## src/design/rmts_pkg.sv

```systemverilog
// rmts_pkg: shared constants and types of the rate-monotonic tick scheduler
// no dependencies; imported by every module of the block
package rmts_pkg;

    localparam int CFG_TASKS     = 4;
    localparam int NUM_TASKS_DEF = 4;
    localparam int TASK_LIMIT    = 8;

    localparam int DATA_W = 16;
    localparam int TASK_W = 2;
    localparam int MASK_W = CFG_TASKS;
    localparam int PICK_W = $clog2(TASK_LIMIT);

    localparam int APB_DATA_W = 32;
    localparam int REG_IDX_W  = $clog2(2 * CFG_TASKS);
    localparam int APB_ADDR_W = REG_IDX_W + 2;

    // register map: periods first, then execution times
    localparam int REG_PERIOD_BASE = 0;
    localparam int REG_EXEC_BASE   = CFG_TASKS;

    typedef struct packed {
        logic              found;
        logic [PICK_W-1:0] index;
    } t_pick;

endpackage

```

## src/design/rmts_pick.sv

```systemverilog
// rmts_pick: shortest-period selection among tasks with work left
// depends on rmts_pkg
module rmts_pick #(
    parameter int NUM_TASKS = rmts_pkg::NUM_TASKS_DEF
) (
    input  logic [NUM_TASKS-1:0]        i_busy,
    input  logic [rmts_pkg::DATA_W-1:0] i_period [NUM_TASKS],
    output rmts_pkg::t_pick             o_pick
);
    import rmts_pkg::*;

    always_comb begin
        logic [DATA_W-1:0] best;
        t_pick             sel;
        best      = '1;
        sel.found = 1'b0;
        sel.index = '0;
        // strict compare keeps the lower index on ties
        for (int i = 0; i < NUM_TASKS; i++) begin
            if (i_busy[i] && (!sel.found || (i_period[i] < best))) begin
                sel.found = 1'b1;
                sel.index = PICK_W'(i);
                best      = i_period[i];
            end
        end
        o_pick = sel;
    end

endmodule

```

## src/design/rate_monotonic_tick_scheduler_unit.sv

```systemverilog
// rate_monotonic_tick_scheduler_unit: top level of the tick scheduler
// depends on rmts_pkg and rmts_pick
//
// usage
// - input channel (i_in_valid / o_in_ready) carries one tick per transfer;
//   i_restart reloads all tasks and clears all phases before that tick
// - output channel (o_out_valid / i_out_ready) returns one result per tick:
//   running task, idle flag, completion flag and release mask
// - the user must write periods and execution times over the apb-style
//   port only while no tick is in flight; the block does not enforce it;
//   reads return the stored values
// - throughput: one tick per cycle while the receiver does not stall; a
//   tick passes the tick register, the per-task counter update and the
//   priority compare, and then the result register
// - when the receiver stalls, the result holds and one more tick waits in
//   the tick register; o_in_ready drops only while both are full
// - reset clears counters, config registers (period 1, exec time 0) and
//   both valid flags
module rate_monotonic_tick_scheduler_unit #(
    parameter int NUM_TASKS = rmts_pkg::NUM_TASKS_DEF
) (
    input  logic                            i_clk,
    input  logic                            i_rst_n,
    input  logic                            i_in_valid,
    output logic                            o_in_ready,
    input  logic                            i_restart,
    output logic                            o_out_valid,
    input  logic                            i_out_ready,
    output logic [rmts_pkg::TASK_W-1:0]     o_running_task,
    output logic                            o_idle,
    output logic                            o_completed,
    output logic [rmts_pkg::MASK_W-1:0]     o_released_mask,
    input  logic                            psel,
    input  logic                            penable,
    input  logic                            pwrite,
    input  logic [rmts_pkg::APB_ADDR_W-1:0] paddr,
    input  logic [rmts_pkg::APB_DATA_W-1:0] pwdata,
    output logic [rmts_pkg::APB_DATA_W-1:0] prdata,
    output logic                            pready
);
    import rmts_pkg::*;

    logic [DATA_W-1:0] r_period [NUM_TASKS];
    logic [DATA_W-1:0] r_exec   [NUM_TASKS];
    logic [DATA_W-1:0] r_rem    [NUM_TASKS];
    logic [DATA_W-1:0] r_phase  [NUM_TASKS];
    logic [DATA_W-1:0] n_rem    [NUM_TASKS];
    logic [DATA_W-1:0] n_phase  [NUM_TASKS];
    logic [DATA_W-1:0] w_eff    [NUM_TASKS];
    logic [DATA_W-1:0] w_ph0    [NUM_TASKS];
    logic [DATA_W-1:0] w_rm1    [NUM_TASKS];
    logic [NUM_TASKS-1:0] w_busy;
    logic [NUM_TASKS-1:0] w_rel;
    logic [MASK_W-1:0]    n_mask;
    logic                 n_done;

    logic r_in_valid;
    logic r_in_restart;
    logic r_out_valid;
    logic [TASK_W-1:0] r_running_task;
    logic              r_idle;
    logic              r_completed;
    logic [MASK_W-1:0] r_released_mask;

    logic                 w_fire;
    logic                 w_wr;
    logic [REG_IDX_W-1:0] w_idx;
    t_pick                w_pick;

    // config port
    assign pready = 1'b1;
    assign w_wr   = psel && penable && pwrite;
    assign w_idx  = paddr[APB_ADDR_W-1:2];

    always_comb begin
        prdata = '0;
        for (int i = 0; i < NUM_TASKS; i++) begin
            if (i < CFG_TASKS) begin
                if (w_idx == REG_IDX_W'(REG_PERIOD_BASE + i)) begin
                    prdata = APB_DATA_W'(r_period[i]);
                end
                if (w_idx == REG_IDX_W'(REG_EXEC_BASE + i)) begin
                    prdata = APB_DATA_W'(r_exec[i]);
                end
            end
        end
    end

    always_ff @(posedge i_clk) begin
        if (!i_rst_n) begin
            for (int i = 0; i < NUM_TASKS; i++) begin
                r_period[i] <= DATA_W'(1);
                r_exec[i]   <= '0;
            end
        end else if (w_wr) begin
            for (int i = 0; i < NUM_TASKS; i++) begin
                if (i < CFG_TASKS) begin
                    if (w_idx == REG_IDX_W'(REG_PERIOD_BASE + i)) begin
                        r_period[i] <= pwdata[DATA_W-1:0];
                    end
                    if (w_idx == REG_IDX_W'(REG_EXEC_BASE + i)) begin
                        r_exec[i] <= pwdata[DATA_W-1:0];
                    end
                end
            end
        end
    end

    // handshake
    assign w_fire     = r_in_valid && (!r_out_valid || i_out_ready);
    assign o_in_ready = !r_in_valid || w_fire;

    always_ff @(posedge i_clk) begin
        if (!i_rst_n) begin
            r_in_valid <= 1'b0;
        end else if (i_in_valid && o_in_ready) begin
            r_in_valid <= 1'b1;
        end else if (w_fire) begin
            r_in_valid <= 1'b0;
        end
    end

    always_ff @(posedge i_clk) begin
        if (i_in_valid && o_in_ready) begin
            r_in_restart <= i_restart;
        end
    end

    // per-task release and phase logic
    always_comb begin
        for (int i = 0; i < NUM_TASKS; i++) begin
            w_eff[i] = (r_period[i] == '0) ? DATA_W'(1) : r_period[i];
            w_ph0[i] = r_in_restart ? '0 : r_phase[i];
            w_rm1[i] = r_in_restart ? r_exec[i] : r_rem[i];
            w_rel[i] = 1'b0;
            if ((w_ph0[i] == '0) && (w_rm1[i] == '0)) begin
                w_rm1[i] = r_exec[i];
                w_rel[i] = (r_exec[i] != '0) && (i < CFG_TASKS);
            end
            w_busy[i] = (w_rm1[i] != '0);
        end
    end

    rmts_pick #(
        .NUM_TASKS (NUM_TASKS)
    ) u_pick (
        .i_busy   (w_busy),
        .i_period (w_eff),
        .o_pick   (w_pick)
    );

    always_comb begin
        logic [DATA_W:0] nxt;
        logic            sel;
        n_done = 1'b0;
        for (int i = 0; i < NUM_TASKS; i++) begin
            sel      = w_pick.found && (w_pick.index == PICK_W'(i));
            n_rem[i] = w_rm1[i] - DATA_W'(sel);
            if (sel && (w_rm1[i] == DATA_W'(1))) begin
                n_done = 1'b1;
            end
            nxt        = {1'b0, w_ph0[i]} + (DATA_W + 1)'(1);
            n_phase[i] = (nxt >= {1'b0, w_eff[i]}) ? '0 : nxt[DATA_W-1:0];
        end
    end

    for (genvar g = 0; g < MASK_W; g++) begin : g_mask
        if (g < NUM_TASKS) begin : g_on
            assign n_mask[g] = w_rel[g];
        end else begin : g_off
            assign n_mask[g] = 1'b0;
        end
    end

    always_ff @(posedge i_clk) begin
        if (!i_rst_n) begin
            for (int i = 0; i < NUM_TASKS; i++) begin
                r_rem[i]   <= '0;
                r_phase[i] <= '0;
            end
        end else if (w_fire) begin
            for (int i = 0; i < NUM_TASKS; i++) begin
                r_rem[i]   <= n_rem[i];
                r_phase[i] <= n_phase[i];
            end
        end
    end

    // result register
    always_ff @(posedge i_clk) begin
        if (!i_rst_n) begin
            r_out_valid <= 1'b0;
        end else if (w_fire) begin
            r_out_valid <= 1'b1;
        end else if (i_out_ready) begin
            r_out_valid <= 1'b0;
        end
    end

    always_ff @(posedge i_clk) begin
        if (w_fire) begin
            r_running_task  <= w_pick.found ? TASK_W'(w_pick.index) : '0;
            r_idle          <= !w_pick.found;
            r_completed     <= n_done;
            r_released_mask <= n_mask;
        end
    end

    assign o_out_valid     = r_out_valid;
    assign o_running_task  = r_running_task;
    assign o_idle          = r_idle;
    assign o_completed     = r_completed;
    assign o_released_mask = r_released_mask;

endmodule

```

## config.mk

```make
export PLATFORM = sky130hd
export DESIGN_NAME = rate_monotonic_tick_scheduler_unit
export DESIGN_NICKNAME = d
export VERILOG_FILES = /design/src/design/rmts_pkg.sv /design/src/design/rmts_pick.sv /design/src/design/rate_monotonic_tick_scheduler_unit.sv
export SDC_FILE = /design/constraint.sdc
export NUM_CORES = 1
export LEC_CHECK = 0
export BUFFER_PORTS_ARGS = -buffer_cell sky130_fd_sc_hd__clkbuf_2
export CAP_MARGIN = 20
export CORE_UTILIZATION = 60
export CTS_CLUSTER_DIAMETER = 100
export CTS_CLUSTER_SIZE = 16
export DETAILED_ROUTE_END_ITERATION = 8
export PLACE_DENSITY = 0.81
export SETUP_SLACK_MARGIN = 0.1
export SLEW_MARGIN = 20
export SYNTH_ARGS = -nofsm -noshare
export SYNTH_HDL_FRONTEND = slang
export SYNTH_SLANG_ARGS = --single-unit
```

## constraint.sdc

```tcl
create_clock -name i_clk -period 24.3 [get_ports i_clk]
set_input_delay 6.075 -clock i_clk [delete_from_list [all_inputs] [get_ports i_clk]]
set_output_delay 6.075 -clock i_clk [all_outputs]
set_load 0.02 [all_outputs]
```

======== Word-level counts from Yosys, hierarchy flattened ========
Memories as Yosys holds them, arrays and structs flattened.
Cells that the tools add are included.
cells by class
  add/subtract/negate cells ............... 8
  equality and inequality tests ........... 14
  mux-type cells .......................... 92
  bitwise operators ....................... 16
  reduce and logical (&&, ||, !) cells .... 55
  order comparisons ....................... 7
operators with widths
  operator                                         count
  2-to-1 mux 16 bit                                44
  zero test 16 bit                                 12
  nonzero test 16 bit                              8
  2-to-1 mux 32 bit                                3
  adder 16 x 1 -> 17 bit (second input constant)   4
  greater-or-equal comparator 17 x 16 -> 1 bit     4
  == test 16 x 1 -> 1 bit (second input constant)  4
  subtractor 16 x 1 -> 16 bit                      4
  less-than comparator 16 bit                      3
  2-to-1 mux 1 bit                                 41
  logical AND 1 bit                                19
  2-to-1 mux 4 bit                                 4
  bitwise OR 1 bit                                 16
  == test 3 x 2 -> 1 bit (second input constant)   4
  == test 3 bit (second input constant)            4
  == test 3 x 1 -> 1 bit (second input constant)   2
  zero test 1 bit                                  6
  zero test 3 bit                                  2
  logical OR 1 bit                                 5
  nonzero test 2 bit                               2
  OR reduction 3 bit                               1
word-level totals
  bits in registers ....................... 11
  memories kept ........................... 4
  bits of input ports ..................... 45
  bits in writable memories ............... 256
  word-level logic and storage cells ...... 206
memory list
  memory    depth  bits a word  read ports  clocked after memory_dff  write ports  RTL line                                  source
  r_exec    4      16           4           0                         4            rate_monotonic_tick_scheduler_unit.sv:44  logic [DATA_W-1:0] r_exec [NUM_TASKS];
  r_period  4      16           4           0                         4            rate_monotonic_tick_scheduler_unit.sv:43  logic [DATA_W-1:0] r_period [NUM_TASKS];
  r_phase   4      16           4           0                         4            rate_monotonic_tick_scheduler_unit.sv:46  logic [DATA_W-1:0] r_phase [NUM_TASKS];
  r_rem     4      16           4           0                         4            rate_monotonic_tick_scheduler_unit.sv:45  logic [DATA_W-1:0] r_rem [NUM_TASKS];

======== Depth between registers and ports, before layout ========
Gate-level depths: netlist (run 1).
An unclocked memory read counts as a cell.
  word-level depth ........................ 23
  mapped depth ............................ 58
  depth with buffers taken out ............ 48

======== Cells and area by module ========
Synthesis (run 1) repeated with hierarchy kept, for this count alone.
second synthesis, totals
  cells, all modules ...................... 1,956
  area, all modules ....................... 19,233.4 um^2
by module, submodules not included
  module                              area an instance (um^2)  cells an instance  instances
  rate_monotonic_tick_scheduler_unit  17,421.7                 1,722              1
  rmts_pick                           1,811.7                  234                1

======== Least setup slack after synthesis (run 1) ========
OpenSTA, ideal clock, no wires.
  path kind ............................... input to output
  from .................................... in paddr[2] (netlist name)
  to ...................................... out prdata[11] (netlist name)
  stages .................................. 7
  data required time ...................... 18.225 ns
  arrival time ............................ 7.722 ns
  slack ................................... 10.503 ns
  cell sequence ........................... clkbuf_1 > clkbuf_1 > buf_1 > mux2i_1 > nor2_1 > a21oi_1 > o21ai_0
between the ends
  longest elaborated chain between the ends .. 9
ends and longest elaborated chain
  what                   RTL line                                  source
  from (decl)            rate_monotonic_tick_scheduler_unit.sv:36  input logic [rmts_pkg::APB_ADDR_W-1:0] paddr,
  zero test 3 bit        rate_monotonic_tick_scheduler_unit.sv:79  if (w_idx == REG_IDX_W'(REG_PERIOD_BASE + i)) begin
  2-to-1 mux 16 bit      rate_monotonic_tick_scheduler_unit.sv:79
  2-to-1 mux 16 bit      rate_monotonic_tick_scheduler_unit.sv:82  if (w_idx == REG_IDX_W'(REG_EXEC_BASE + i)) begin
  2-to-1 mux 16 bit      rate_monotonic_tick_scheduler_unit.sv:79
  2-to-1 mux 16 bit      rate_monotonic_tick_scheduler_unit.sv:82
  2-to-1 mux 16 bit      rate_monotonic_tick_scheduler_unit.sv:79
  2-to-1 mux 32 bit      rate_monotonic_tick_scheduler_unit.sv:82
  2-to-1 mux 32 bit      rate_monotonic_tick_scheduler_unit.sv:79
  2-to-1 mux 32 bit (*)  rate_monotonic_tick_scheduler_unit.sv:82
  to (decl)              rate_monotonic_tick_scheduler_unit.sv:38  output logic [rmts_pkg::APB_DATA_W-1:0] prdata,
Mark *: on every way between the ends. The rest lies on a longest branch, timed or not.

======== Worst setup path after layout (run 1) ========
  from .................................... in paddr[4] (netlist name)
  to ...................................... out prdata[1] (netlist name)
The elaborated chain is that of the path after synthesis.

==> flow_summary.ini, run 1 <==
[status]
status = completed

[floorplan]
fp.dieW_um = 178
coreArea_sq_um = 30600
rows = 64
dieArea_sq_um = 31800
ios = 88
die-height_um = 178
start_util = 0.610

[synth]
synth-main-ff-cell = edfxtp_1
ys_seq_elements = 267
avgSynthCellArea_sq_um = 9.70
postSynthCellCount = 1924
seq_area_frac_synth = 0.429
synth_area_sq_um = 18700
yosys_warnings = 0
async_flop_share = 0
synth_cell_type_count = 75
synth_edf_count = 265

[route]
top_layer = met4
vias = 15500
drt-initial-drc-count = 2075
first_pass_iters = 6
wl_met3_mm = 6.50
wl_met1_mm = 22.2
viasPerCell = 6.70
wire_per_inst_um = 24.0
wl_met2_mm = 24.2
wl_mm = 55.3
drc = 0
ant_nets = 0

[layout]
final_layout_size_suffix_gt1_frac = 0.0886
final_core_util = 0.643
layoutNonFillerInstCount = 2305
syn2layout_area_growth_pct = 5.40
fill_cells = 2447
layout.nets = 2069

[setup_path]
arrival_ps = 8520
worst_path_max_delay_cell = clkbuf_2
critPathTopFamily = buffers and inverters
path_buf_inv = 2
startpoint_type = input port
ff2ff_setup_slack_ps = 11640
max_stage_delay_ps = 740
worstSetupEndpointType = output pin
r2r_end = r_rem[0][12]$_SDFFCE_PN0P_
crit_path_cell_trace = clkbuf_2 > nor2b_1 > nand2_1 > o21ai_0 > and2_1 > mux4_2 > nand2_1 > o21ai_0 > clkbuf_2
r2r-start = r_in_restart$_DFFE_PP_
reg2regPathDepth = 44
crit_type = in -> out
required_ps = 18220
crit_fanout = 41

[power_and_ir_drop]
p_int_uw = 783
switching_share = 0.311
total_power_mw = 1.14
clockPowerShare = 0.284
comb_power_share = 0.205
p_sw_uw = 353
leakage_nw = 7.57
ir_worst_vdd_uv = 44.9
seqPwrFrac = 0.511
power_density_nw_per_um2 = 57.8

[sta]
fin_worst_skew_ps = 24.5
hold_violations = 0
tns_ps = 0
fin_crit_sh = 0.600
setup-violations-final = 0
worst-slew-pin-transition_ps = 1110
period_minus_slack_ps = 14590
rsz0062_at_grt = false
slew_viol_final = 0
fmax_ghz = 0.0685
relSlewSlack = 0.260

[place]
place_hpwl_mm = 40.6
io_buffers = 52
gp_congestion = 1.02
placed_cells = 2274

[grt]
grtUsageTotal = 0.352
grt_pass1_vias = 14500
grt_start_max_net_pins = 75
grt_antenna_before_repair = 1
overflow = 0
grt_pass1_wl_mm = 84.0

[clocking]
cts.clk_slew.worst_paths_ps = 70
cts_tree = yes
cts_hold_buf = 0
root_buffer = clkbuf_16
cts_resized = 0
clock-sinks = 267
clk_latency_ps = 540
numCtsBuffers = 20
cts_buffer_depth = 3
cts_htree_levels = 1
post-cts-setup-buffers = 0

[min_path]
hold_path_end = o_out_valid$_SDFFE_PN0P_
hp-class = reg -> reg
worstHoldStart = r_in_valid$_SDFFE_PN0P_
whs_path_depth = 1

[job]
maxCapViolCount = 0
[sequential cells by signal, indices dropped and copies added (netlist names)]
| register | flops |
|---|---|
| o_running_task | 2 |
| r_in_restart | 1 |
| o_idle | 1 |
| r_period | 64 |
| r_exec | 64 |
| r_in_valid | 1 |
| o_out_valid | 1 |
| r_phase | 64 |
| o_released_mask | 4 |
| o_completed | 1 |
| r_rem | 64 |
[logic make-up after synthesis]
kind of cell | synth area share
other | 0.000402
and+or+nand+nor | 0.223
AOI/OAI and AO/OA | 0.126
adders and majority gates | 0.0831
buffers and inverters | 0.0495
muxes | 0.0430
DFF | 0.429
xor gates and xnor gates | 0.0465
[Yosys cell counts (all sizes together), types with 6 or more instances]
library cell	instances	area, sq um
nand2b	13	81.3
a31oi	7	43.8
nor2	248	931
inv	91	342
nor4	55	344
o211ai	9	67.6
or2	10	65.1
and2	137	857
mux4	27	608
o21ai	48	240
xor2	54	473
o41ai	6	52.6
a22oi	49	368
nand2	83	312
nor2b	56	350
mux2	12	135
o221ai	8	70.1
edfxtp	265	7960
clkbuf	100	375
buf	37	206
a21oi	91	455
nand4	41	257
ha	124	1550
a21o	22	165
nor3	69	345
and3	13	81.3
o22ai	7	43.8
o21a	27	203
a22o	9	78.8
xnor2	45	394
a211oi	9	67.6
mux2i	6	60.1
or3	16	100
nand3	50	250
a2111oi	8	70.1
o31ai	6	45.0
[per-layer routing]
metal / global-route usage / up-vias
met4: 0.133 / 0
met3: 0.0723 / 154
met1: 0.492 / 7378
li1: - / 6952
met5: 0 / -
met2: 0.538 / 970
[how the worst max path moves through the flow]
stage	start	end	slack [ps]	depth (start not counted)
2_1_floorplan	paddr[2]	prdata[11]	10500	7
3_3_place_gp	paddr[4]	prdata[11]	9840	9
3_5_place_dp	paddr[4]	prdata[2]	9800	9
4_1_cts	paddr[4]	prdata[2]	9780	9
5_1_grt	paddr[4]	prdata[1]	9630	9
6_report	paddr[4]	prdata[1]	9710	9
[through the flow]
step | instance area [sq um] | hold WS (ps) | worst slack (ps)
floorplan | 18700 | 477 | 10500
global placement | 19100 | 496 | 9840
detailed placement | 19100 | 507 | 9800
CTS | 19700 | 531 | 9780
global route | 19700 | 557 | 9630
finish | 19700 | 534 | 9710
[power by group through the flow]
stage | combinational [mW] | sequential (mW) | clock, mW
6_report | 0.233 | 0.580 | 0.323
5_1_grt | 0.255 | 0.581 | 0.339
4_1_cts | 0.229 | 0.577 | 0.321
3_5_place_dp | 0.227 | 0.587 | 0
3_3_place_gp | 0.218 | 0.586 | 0
2_1_floorplan | 0.169 | 0.570 | 0
[layout by cell type (no fill, tap or decap), types with 12 or more instances in the layout]
| master | netlist | layout |
|---|---|---|
| edfxtp_1 | 265 | 265 |
| nor2_1 | 248 | 248 |
| and2_1 | 137 | 137 |
| ha_1 | 124 | 124 |
| inv_1 | 91 | 90 |
| a21oi_1 | 91 | 89 |
| nand2_1 | 83 | 82 |
| nor3_1 | 69 | 69 |
| nor2b_1 | 56 | 55 |
| nor4_1 | 55 | 55 |
| xor2_1 | 54 | 54 |
| clkbuf_2 | 0 | 52 |
| nand3_1 | 50 | 50 |
| a22oi_1 | 49 | 49 |
| xnor2_1 | 45 | 45 |
| nand4_1 | 41 | 41 |
| o21ai_0 | 46 | 40 |
| o21a_1 | 27 | 27 |
| mux4_2 | 27 | 27 |
| buf_4 | 17 | 23 |
| a21o_1 | 22 | 22 |
| clkbuf_16 | 0 | 21 |
| conb_1 | 2 | 17 |
| or3_1 | 16 | 16 |
| and3_1 | 13 | 13 |
| nand2b_1 | 13 | 12 |
| mux2_2 | 12 | 12 |
[final cells by class]
| type | instances | area (sq um) | area share |
|---|---|---|---|
| multi-input combinational | 1444 | 9830 | 0.500 |
| sequential | 267 | 8000 | 0.407 |
| clock buffer | 28 | 552 | 0.0280 |
| tap | 396 | 495 | 0.0252 |
| timing repair buffer | 76 | 444 | 0.0226 |
| inverter | 91 | 342 | 0.0174 |
| clock inverter | 1 | 7.51 | 0.000382 |
| antenna | 2 | 5.00 | 0.000254 |
[worst reg2reg max path: cells and delay by family, from the launching register on]
family	cells	cell delay, ps
xor+xnor	1	210
flops	1	360
fa+ha+maj	5	1380
buf+inv	3	1020
compound gates	25	6280
simple gates	10	3210
Note: power is estimated with default switching activity, not from simulation.
==> run 2, diff against run 1 <==
==> constraint.sdc (replaced) <==
create_clock -name i_clk -period 15.28 [get_ports i_clk]
set_input_delay 3.82 -clock i_clk [delete_from_list [all_inputs] [get_ports i_clk]]
set_output_delay 3.82 -clock i_clk [all_outputs]
set_load 0.02 [all_outputs]
==> flow_summary.ini, run 2 (same netlist as run 1, synthesis figures left out) <==
[place]
gp_congestion = 1.02
place_hpwl_mm = 40.7
place_ws_ps = 3310
io_buffers = 52
placed_cells = 2272

[layout]
layout_commonest_cell = edfxtp_1
final_layout_size_suffix_gt1_frac = 0.0880
layout_common_cells = edfxtp_1 (265), nor2_1 (248), and2_1 (137)
syn2layout_area_growth_pct = 5.47
layout.nets = 2067
layoutNonFillerInstCount = 2306
final_core_util = 0.644
fill_cells = 2476

[sta]
setup-violations-final = 0
slew_viol_final = 0
fin_crit_sh = 0.794
setup_slack_ps = 3150
fin_worst_skew_ps = 15.9
tns_ps = 0
fmax_ghz = 0.0824
hold_violations = 0
relSlewSlack = 0.297
worst-slew-pin-transition_ps = 1060
period_minus_slack_ps = 12130
rsz0062_at_grt = false

[setup_path]
path_buf_inv = 3
required_ps = 15550
crit_fanout = 100
worst_path_max_delay_cell = o2111a_1
critPathTopFamily = compound AO/OA/AOI/OAI gates
crit_type = reg -> reg
startpoint_type = flip-flop
arrival_ps = 12400
max_stage_delay_ps = 650
worstSetupEndpointType = flip-flop

[route]
drt-initial-drc-count = 1890
wl_mm = 55.6
viasPerCell = 6.74
first_pass_iters = 5
wire_per_inst_um = 24.1
vias = 15500
ant_nets = 0
drc = 0

[clocking]
numCtsBuffers = 20
clock-sinks = 267
root_buffer = clkbuf_16
cts_resized = 0
cts_buffer_depth = 3
cts_hold_buf = 0
cts_htree_levels = 1
cts_tree = yes
clk_latency_ps = 550
cts.clk_slew.worst_paths_ps = 70
post-cts-setup-buffers = 0

[min_path]
hp-class = reg -> reg

[power_and_ir_drop]
leakage_nw = 7.57
total_power_mw = 1.80
ir_worst_vdd_uv = 105
p_int_mw = 1.24
switching_share = 0.312
comb_power_share = 0.203
clockPowerShare = 0.284
power_density_nw_per_um2 = 91.6
seqPwrFrac = 0.513
p_sw_uw = 562

[floorplan]
die-height_um = 178
ios = 88
rows = 64
dieArea_sq_um = 31800
fp.dieW_um = 178
start_util = 0.610
coreArea_sq_um = 30600

[grt]
grtUsageTotal = 0.356
grt_start_max_net_pins = 101
overflow = 0
grt_antenna_before_repair = 1
grt_pass1_vias = 14800
grt_pass1_wl_mm = 85.2

[job]
maxCapViolCount = 0

[status]
status = completed
run 2: metal layers:
layer  GRT usage  up-vias  wire length [um]  part of all wire
met5           0        -                 0                 0
met4       0.141        0              2480             0.045
met3      0.0744      164              6430              0.12
met2       0.554      925             25200              0.45
met1       0.485     7499             21500              0.39
li1            -     6943                 -                 -
run 2: area by class of cell:
type	instances	area, sq um	area share
inverter	91	342	0.0174
antenna	1	2.50	0.000127
multi-input combinational	1444	9830	0.500
timing repair buffer	74	438	0.0222
clock inverter	3	38.8	0.00197
tap	396	495	0.0252
clock buffer	30	538	0.0273
sequential	267	8000	0.406
run 2: stage by stage:
step / cell area, sq um / hold WS, ps
after floorplan: 18700 / 477
after global placement: 19100 / 496
after detailed placement: 19100 / 505
after CTS: 19700 / 530
after global routing: 19700 / 555
final: 19700 / 533
run 2: power by group through the flow:
| stage | logic, mW | registers, mW | clock network, mW |
|---|---|---|---|
| floorplan | 0.268 | 0.906 | 0 |
| global placement | 0.347 | 0.933 | 0 |
| detailed placement | 0.359 | 0.935 | 0 |
| CTS | 0.361 | 0.919 | 0.516 |
| global route | 0.403 | 0.926 | 0.539 |
| finish | 0.366 | 0.925 | 0.512 |
run 2: final timing paths:
check | from | end | slack (ps) | cells past startpoint
worst min register to register | r_in_valid$_SDFFE_PN0P_ | o_out_valid$_SDFFE_PN0P_ | 530 | 1
worst max-delay path | r_in_restart$_DFFE_PP_ | r_rem[0][12]$_SDFFCE_PN0P_ | 3150 | 44
worst min-delay path | r_in_valid$_SDFFE_PN0P_ | o_out_valid$_SDFFE_PN0P_ | 530 | 1
worst max register to register | r_in_restart$_DFFE_PP_ | r_rem[0][12]$_SDFFCE_PN0P_ | 3150 | 44
run 2: worst register-to-register path, delay by kind of cell, from the launching register on:
family	cells	cell delay (ps)
compound gates	21	5370
simple gates	14	3660
fa+ha+maj	5	1320
buf+inv	3	940
flops	1	380
xor+xnor	1	190
